### config.mk
export PLATFORM = sky130hd
export DESIGN_NAME = modular_inverse
export DESIGN_NICKNAME = d
export VERILOG_FILES = /design/src/mi_pkg.sv /design/src/mi_dpath.sv /design/src/mi_ctrl.sv /design/src/modular_inverse.sv
export SDC_FILE = /design/constraint.sdc
export NUM_CORES = 1
export LEC_CHECK = 0
export BUFFER_PORTS_ARGS = -buffer_cell sky130_fd_sc_hd__buf_2
export CAP_MARGIN = 20
export CORE_MARGIN = 5
export CORE_UTILIZATION = 46
export CTS_BUF_LIST = sky130_fd_sc_hd__clkbuf_4
export DETAILED_ROUTE_END_ITERATION = 8
export MAX_ROUTING_LAYER = met4
export PLACE_DENSITY = 0.61
export SLEW_MARGIN = 5
export SYNTH_ARGS = -nofsm -noshare
export SYNTH_HDL_FRONTEND = slang
export SYNTH_SLANG_ARGS = --single-unit
export TNS_END_PERCENT = 20
### constraint.sdc
create_clock -name clk -period 5.7 [get_ports clk]
set_clock_uncertainty 0.1 [all_clocks]
set_input_delay 0.855 -clock clk [delete_from_list [all_inputs] [get_ports clk]]
set_output_delay 0.855 -clock clk [all_outputs]
set_load 0.03 [all_outputs]
### src/mi_pkg.sv
// ----------------------------------------------------------------------------
// mi_pkg
// Shared types and codes of the modular inverse block: datapath operations,
// result status codes and the command/status bundles between the controller
// and the datapath.
// ----------------------------------------------------------------------------
package mi_pkg;

	localparam int MI_WIDTH = 16;
	localparam int ST_W     = 2;

	typedef logic [ST_W-1:0] status_t;

	localparam status_t ST_OK          = 2'd0;
	localparam status_t ST_NO_INVERSE  = 2'd1;
	localparam status_t ST_BAD_MODULUS = 2'd2;

	typedef logic [2:0] op_t;

	localparam op_t OP_NONE   = 3'd0;
	localparam op_t OP_LOAD   = 3'd1;
	localparam op_t OP_INIT   = 3'd2;
	localparam op_t OP_ALIGN  = 3'd3;
	localparam op_t OP_SUB    = 3'd4;
	localparam op_t OP_EUCLID = 3'd5;
	localparam op_t OP_SWAP   = 3'd6;

	typedef struct packed {
		op_t  op;
		logic load_out;
	} mi_cmd_t;

	typedef struct packed {
		logic m_zero;
		logic r1_zero;
		logic k_zero;
		logic can_shift;
	} mi_sts_t;

endpackage

### src/mi_dpath.sv
// ----------------------------------------------------------------------------
// mi_dpath
// Remainder and coefficient registers of the extended Euclid loop with a
// shift-subtract divider that accumulates q * s1 while it divides.
// ----------------------------------------------------------------------------
module mi_dpath
	import mi_pkg::*;
#(
	parameter int WIDTH = MI_WIDTH
) (
	input  logic             clk,
	input  logic             arst_n,
	input  mi_cmd_t          cmd,
	input  logic [WIDTH-1:0] value,
	input  logic [WIDTH-1:0] modulus,
	output mi_sts_t          sts,
	output logic [WIDTH-1:0] inverse,
	output status_t          status
);

	localparam int KW = (WIDTH > 1) ? $clog2(WIDTH) : 1;

	logic [WIDTH-1:0] m_q;
	logic [WIDTH-1:0] r0_q;
	logic [WIDTH-1:0] r1_q;
	logic [WIDTH-1:0] s0_q;
	logic [WIDTH-1:0] s1_q;
	logic             neg0_q;
	logic             neg1_q;
	logic [WIDTH-1:0] dr_q;
	logic [WIDTH-1:0] ds_q;
	logic [KW-1:0]    k_q;
	logic [WIDTH-1:0] inverse_q;
	status_t          status_q;

	logic             sub_ge;
	logic [WIDTH-1:0] s_red;
	logic [WIDTH-1:0] inv_nxt;
	status_t          status_nxt;

	assign sub_ge = (r0_q >= dr_q);

	assign sts.m_zero    = (m_q == '0);
	assign sts.r1_zero   = (r1_q == '0);
	assign sts.k_zero    = (k_q == '0);
	assign sts.can_shift = ({dr_q, 1'b0} <= {1'b0, r0_q});

	// the coefficient magnitude never exceeds m, so one compare reduces it
	assign s_red = (s0_q == m_q) ? '0 : s0_q;

	always_comb begin
		inv_nxt    = '0;
		status_nxt = ST_OK;
		if (m_q == '0) begin
			status_nxt = ST_BAD_MODULUS;
		end else if (r0_q != WIDTH'(1)) begin
			status_nxt = ST_NO_INVERSE;
		end else if (neg0_q && (s_red != '0)) begin
			inv_nxt = m_q - s_red;
		end else begin
			inv_nxt = s_red;
		end
	end

	always_ff @(posedge clk) begin
		case (cmd.op)
			OP_LOAD: begin
				m_q  <= modulus;
				r0_q <= value;
				r1_q <= modulus;
				s0_q <= '0;
				s1_q <= '0;
			end
			OP_INIT: begin
				dr_q <= r1_q;
				ds_q <= s1_q;
				k_q  <= '0;
			end
			OP_ALIGN: begin
				dr_q <= {dr_q[WIDTH-2:0], 1'b0};
				ds_q <= {ds_q[WIDTH-2:0], 1'b0};
				k_q  <= k_q + KW'(1);
			end
			OP_SUB: begin
				if (sub_ge) begin
					r0_q <= r0_q - dr_q;
					s0_q <= s0_q + ds_q;
				end
				dr_q <= dr_q >> 1;
				ds_q <= ds_q >> 1;
				k_q  <= k_q - KW'(1);
			end
			OP_EUCLID: begin
				// value reduced: start the loop on (m, value mod m)
				r0_q   <= m_q;
				r1_q   <= r0_q;
				s0_q   <= '0;
				s1_q   <= WIDTH'(1);
				neg0_q <= 1'b0;
				neg1_q <= 1'b0;
			end
			OP_SWAP: begin
				r0_q   <= r1_q;
				r1_q   <= r0_q;
				s0_q   <= s1_q;
				s1_q   <= s0_q;
				neg0_q <= neg1_q;
				neg1_q <= ~neg1_q;
			end
			default: begin
			end
		endcase
		if (cmd.load_out) begin
			inverse_q <= inv_nxt;
			status_q  <= status_nxt;
		end
	end

	assign inverse = inverse_q;
	assign status  = status_q;

	// partial remainder stays below twice the shifted divisor
	a_sub_bound: assert property (@(posedge clk) disable iff (!arst_n)
		(cmd.op == OP_SUB) |-> ({1'b0, r0_q} < {dr_q, 1'b0}))
		else $error("partial remainder out of range for divisor step");

	// shifted coefficient never exceeds the modulus when it is added
	a_coef_bound: assert property (@(posedge clk) disable iff (!arst_n)
		(cmd.op == OP_SUB) && sub_ge |-> (ds_q <= m_q))
		else $error("coefficient term exceeds modulus");

endmodule

### src/mi_ctrl.sv
// ----------------------------------------------------------------------------
// mi_ctrl
// Sequencer of the modular inverse: input transfer, reduction pass, Euclid
// steps built from align and subtract cycles, and the output register slot.
// ----------------------------------------------------------------------------
module mi_ctrl
	import mi_pkg::*;
(
	input  logic    clk,
	input  logic    arst_n,
	input  logic    in_valid,
	output logic    in_stall,
	output logic    out_valid,
	input  logic    out_stall,
	input  mi_sts_t sts,
	output mi_cmd_t cmd
);

	localparam logic [2:0] ST_IDLE   = 3'd0;
	localparam logic [2:0] ST_START  = 3'd1;
	localparam logic [2:0] ST_ALIGN  = 3'd2;
	localparam logic [2:0] ST_SUB    = 3'd3;
	localparam logic [2:0] ST_NEXT   = 3'd4;
	localparam logic [2:0] ST_CHECK  = 3'd5;
	localparam logic [2:0] ST_FINISH = 3'd6;

	logic [2:0] state_q;
	logic [2:0] state_nxt;
	logic       reduce_q;
	logic       out_valid_q;
	logic       slot_free;
	logic       in_xfer;

	assign in_stall  = (state_q != ST_IDLE);
	assign in_xfer   = in_valid && !in_stall;
	assign slot_free = !out_valid_q || !out_stall;
	assign out_valid = out_valid_q;

	always_comb begin
		state_nxt    = state_q;
		cmd.op       = OP_NONE;
		cmd.load_out = 1'b0;
		case (state_q)
			ST_IDLE: begin
				if (in_valid) begin
					cmd.op    = OP_LOAD;
					state_nxt = ST_START;
				end
			end
			ST_START: begin
				if (sts.m_zero) begin
					state_nxt = ST_FINISH;
				end else begin
					cmd.op    = OP_INIT;
					state_nxt = ST_ALIGN;
				end
			end
			ST_ALIGN: begin
				if (sts.can_shift) begin
					cmd.op = OP_ALIGN;
				end else begin
					state_nxt = ST_SUB;
				end
			end
			ST_SUB: begin
				cmd.op = OP_SUB;
				if (sts.k_zero) begin
					state_nxt = ST_NEXT;
				end
			end
			ST_NEXT: begin
				cmd.op    = reduce_q ? OP_EUCLID : OP_SWAP;
				state_nxt = ST_CHECK;
			end
			ST_CHECK: begin
				if (sts.r1_zero) begin
					state_nxt = ST_FINISH;
				end else begin
					cmd.op    = OP_INIT;
					state_nxt = ST_ALIGN;
				end
			end
			ST_FINISH: begin
				if (slot_free) begin
					cmd.load_out = 1'b1;
					state_nxt    = ST_IDLE;
				end
			end
			default: begin
				state_nxt = ST_IDLE;
			end
		endcase
	end

	always_ff @(posedge clk or negedge arst_n) begin
		if (!arst_n) begin
			state_q     <= ST_IDLE;
			reduce_q    <= 1'b0;
			out_valid_q <= 1'b0;
		end else begin
			state_q <= state_nxt;
			if (in_xfer) begin
				reduce_q <= 1'b1;
			end else if (state_q == ST_NEXT) begin
				reduce_q <= 1'b0;
			end
			if (cmd.load_out) begin
				out_valid_q <= 1'b1;
			end else if (!out_stall) begin
				out_valid_q <= 1'b0;
			end
		end
	end

	a_accept_start: assert property (@(posedge clk) disable iff (!arst_n)
		in_xfer |=> (state_q == ST_START) && reduce_q)
		else $error("accepted transfer did not start a reduction pass");

	a_finish_out: assert property (@(posedge clk) disable iff (!arst_n)
		(state_q == ST_FINISH) && slot_free |=> out_valid_q && (state_q == ST_IDLE))
		else $error("finished result not placed in output register");

	a_align_sub: assert property (@(posedge clk) disable iff (!arst_n)
		(state_q == ST_ALIGN) && !sts.can_shift |=> (state_q == ST_SUB))
		else $error("aligned divisor did not enter subtract phase");

	a_sub_done: assert property (@(posedge clk) disable iff (!arst_n)
		(state_q == ST_SUB) && sts.k_zero |=> (state_q == ST_NEXT))
		else $error("last subtract step did not end the division");

endmodule

### src/modular_inverse.sv
// ----------------------------------------------------------------------------
// modular_inverse
// Inverse of value modulo modulus by the extended Euclidean algorithm, with
// the coefficient held as magnitude and sign. Status flags a missing inverse
// (gcd not one) and a zero modulus.
//
//   channel | handshake          | payload
//   --------+--------------------+------------------------
//   in      | in_valid/in_stall  | value, modulus
//   out     | out_valid/out_stall| inverse, status
//
// One item at a time. Each division pass (one for value mod modulus, then one
// per Euclid step) runs align, then subtract steps in the shift-subtract
// divider, then a swap (or the start of the Euclid loop) and a check; load
// and finish frame the run, whose length is set by the number of Euclid
// steps and the quotient sizes. A zero modulus goes from load to finish.
// Reset clears the sequencer and output valid; no clearing pass.
// The result waits in the output register under out_stall while the next
// transfer is already taken.
// ----------------------------------------------------------------------------
module modular_inverse
	import mi_pkg::*;
#(
	parameter int WIDTH = MI_WIDTH
) (
	input  logic             clk,
	input  logic             arst_n,
	input  logic             in_valid,
	output logic             in_stall,
	input  logic [WIDTH-1:0] value,
	input  logic [WIDTH-1:0] modulus,
	output logic             out_valid,
	input  logic             out_stall,
	output logic [WIDTH-1:0] inverse,
	output logic [ST_W-1:0]  status
);

	mi_cmd_t cmd;
	mi_sts_t sts;

	mi_ctrl u_ctrl (
		.clk       (clk),
		.arst_n    (arst_n),
		.in_valid  (in_valid),
		.in_stall  (in_stall),
		.out_valid (out_valid),
		.out_stall (out_stall),
		.sts       (sts),
		.cmd       (cmd)
	);

	mi_dpath #(
		.WIDTH (WIDTH)
	) u_dpath (
		.clk     (clk),
		.arst_n  (arst_n),
		.cmd     (cmd),
		.value   (value),
		.modulus (modulus),
		.sts     (sts),
		.inverse (inverse),
		.status  (status)
	);

endmodule
==> key figures <==
Floorplan
  • Die area: 22400 µm²
  • Standard-cell rows: 51
  • Core area: 19300 µm²
  • IO Pins: 56
  • Starting density of the core: 0.464
  • Die X: 150 µm
  • Die Y: 150 µm

Synthesis
  • Top-count cell post-synth: edfxtp_1
  • Sequential area share after synthesis: 0.469
  • Mux contribution to synthesized area: 0.0223
  • Adder-Cell Fraction of Synth Area: 0.0968
  • Yosys top cell area share: 0.455
  • Syn Std Cell Area: 8970 µm²
  • Top cells by area, synth: edfxtp_1 46%, ha_1 8.8%, nand2_1 4.9%
  • Leading area contributor after synthesis: edfxtp_1
  • Post-synthesis net count: 992
  • Yosys cell types: 58
  • Synth Area per Inst: 10.1 µm²
  • Area share of and/or/nand/nor cells after synthesis: 0.144
  • Gate Count Post-Synth: 889
  • Largest family of logic cells by synthesized area: compound AO/OA/AOI/OAI gates
  • Yosys warnings: 0
  • Fraction of registers with async set/reset: 0.0355
  • Synth cell count leaders: 136 x edfxtp_1, 116 x nand2_1, 74 x o21ai_0, 73 x a21oi_1, 63 x ha_1
  • Post-synthesis xor/xnor area fraction: 0.0527
  • Synth Area in Compound Gates: 0.178
  • Main flop type after synthesis: edfxtp_1
  • EDFF count, synth: 136
  • Flops & latches, synth: 141

GRT
  • First-pass GRT wire length: 39200 µm
  • GRT Overall Usage: 0.236
  • Antenna violations before repair: 1
  • Vias in the first global route: 6817
  • Largest net degree at the start of global routing: 54
  • Congestion Overflow GR: 0

Drt
  • DR vias/cell: 5.92
  • # DRC: 0
  • Vias: 7211
  • Starting DRC count in detailed routing: 786
  • ANT nets after route: 0
  • Drt total wl: 25400 µm
  • Wire length per cell: 20.9 µm
  • DR pass1 iterations: 6

Timing
  • Max frequency: 233 MHz
  • Hold Vio Cnt, Final: 0
  • Hold_ws: 0.374 ns
  • Final Max Tran Viols: 0
  • Min cycle time layout: 4.29 ns
  • RSZ-0062 raised after global routing: no
  • Final setup TNS: 0 ns
  • Slew HR: 0.302
  • Final setup fails: 0
  • Worst-margin pin slew: 1.05 ns
  • Fin crit share: 0.752

Hold path
  • Min-delay worst type: in2reg

Pwr
  • Sequential power share: 0.328
  • Peak supply drop: 0.240 mV
  • Leakage: 3.99 nW
  • Power per cell area: 688 nW/µm²
  • Int Pwr: 3.73 mW
  • Combinational power share: 0.553
  • Net Sw Frac: 0.455
  • Clock power frac: 0.119
  • Sw power: 3.10 mW

Placement
  • RePlAce Congestion: 0.924
  • Hpwl dp: 18300 µm
  • Port buffer count: 55

Worst setup path
  • Worst-path fanout max: 16
  • Crit path kind: reg2reg
  • Worst Path Arrival: 4.48 ns
  • Worst Setup Start Kind: flip-flop
  • Worst endpoint required time: 5.89 ns
  • CP endpoint kind: flip-flop
  • Slack of the worst reg-to-reg path: 1.41 ns

Flow run
  • Max Cap Violations: 0

Clocking
  • TritonCTS clock tree: yes
  • Htree depth: 4
  • Post-CTS Setup Bufs: 0
  • Clock sinks: 141
  • Clk root buf: clkbuf_4
  • Clock latency on the worst-skew pair: 0.56 ns
  • Clock Tree Buf Depth: 2
  • Worst-path clk slew: 0.14 ns
  • CTS Buf Count: 17

Finish
  • Area of the multi-input gates: 4450 µm²
  • Sequential cell area: 4210 µm²
  • Share of cells above drive strength 1: 0.110
  • Layout Area Growth over Synthesis: 10.6%
  • Fin nets: 1041
  • Fill cell count: 1790
  • Final Core Density: 0.513

Run status
  • Outcome: completed
==> worst max-delay path, stage by stage (launching register included) <==
cell and delay [ns]:
edfxtp_1 0.54, xor2_1 0.19, nor4_1 0.32, nand4_1 0.57
nand2_1 0.24, ha_1 0.33, a21o_1 0.23, or3_1 0.33
o21ai_0 0.31, nand2_1 0.15, o21ai_0 0.35, mux2i_1 0.24
a31oi_1 0.12
==> final cells by class <==
type,instances,share of cell area
multi-input combinational,664,0.449
sequential,141,0.424
timing repair buffer,67,0.0395
tap,265,0.0334
clock inverter,13,0.0213
inverter,47,0.0178
clock buffer,19,0.0144
antenna,2,0.000504
==> cell usage in the layout, fill, tap and decap left out, types with 5 or more instances in the layout <==
cell / n
buf_2: 55
a21oi_1: 71
o21a_1: 6
buf_4: 9
o22ai_1: 6
a221o_1: 17
ha_1: 63
nor3_1: 6
nor2_1: 47
nor2b_1: 5
o221ai_1: 11
a21o_1: 12
nand2_1: 116
nand4_1: 9
and2_1: 18
o21ai_0: 74
a22oi_1: 13
nor4_1: 22
inv_1: 47
nand2b_1: 15
dfrtp_1: 5
nand3_1: 13
mux2i_1: 20
a211oi_1: 5
xor2_1: 32
clkbuf_4: 19
edfxtp_1: 136
bufinv_16: 5
xnor2_1: 22
==> power by group through the flow <==
stage,sequential (mW),clock [mW],combinational (mW)
floorplan,2.09,0,2.88
global placement,2.24,0,3.68
detailed placement,2.25,0,3.71
CTS,2.23,0.828,3.74
global route,2.28,0.869,4.22
finish,2.24,0.814,3.78
==> flip-flops by register name, indices dropped and copies added (netlist names), 2 cells and up <==
name	count
u_dpath.dr_q	16
u_dpath.ds_q	16
u_dpath.inverse	16
u_dpath.m_q	16
u_dpath.r0_q	16
u_dpath.r1_q	16
u_dpath.s0_q	16
u_dpath.s1_q	16
u_dpath.k_q	4
u_ctrl.state_q	3
u_dpath.status	2
==> logic make-up (layout without fill, tap and decap cells) <==
logic type / Yosys count / after routing
AND/OR/NAND/NOR: 271 / 271
XOR/XNOR: 54 / 54
adder cells (fa/ha/maj): 67 / 67
other: 0 / 2
multiplexers: 20 / 20
flip-flops: 141 / 141
AO/OA/AOI/OAI: 252 / 252
buffers and inverters: 84 / 146
==> final timing paths <==
check                      cells past startpoint             from             endpoint
min                                            1       modulus[2]       u_dpath.m_q[2]
min in group asynchronous                      2           arst_n    u_ctrl.state_q[1]
min reg2reg                                    2  u_dpath.s1_q[3]      u_dpath.s0_q[3]
max reg2reg                                   12  u_dpath.s0_q[8]  u_dpath.inverse[13]
max                                           12  u_dpath.s0_q[8]  u_dpath.inverse[13]
max in group asynchronous                      2           arst_n    u_ctrl.state_q[2]
==> per-stage QoR <==
stage | setup WS, ns | std cells | power, mW | area, µm²
after global placement | 1.63 | 1181 | 5.93 | 9510
after CTS | 1.54 | 1214 | 6.80 | 9880
after detailed placement | 1.60 | 1181 | 5.96 | 9510
after global routing | 1.12 | 1218 | 7.37 | 9920
after floorplan | 0.687 | 889 | 4.97 | 8970
final | 1.41 | 1218 | 6.83 | 9920
==> metal layers <==
layer  wire length [µm]  GRT usage  vias to the layer above
met5                  0          -                        -
met4                503     0.0632                        0
met3               1520     0.0472                       33
met2              11400      0.349                      244
met1              12000      0.335                     3512
li1                   -          -                     3422
==> timing repair <==
| action | in CTS | in global routing |
|---|---|---|
| hold endpoints to repair | 5 | 0 |
| endpoints found under the setup margin | 0 | 0 |
| hold buffers | 1 | 0 |
| gates resized for setup | 0 | 0 |
Note: power is estimated with default switching activity, not from simulation.
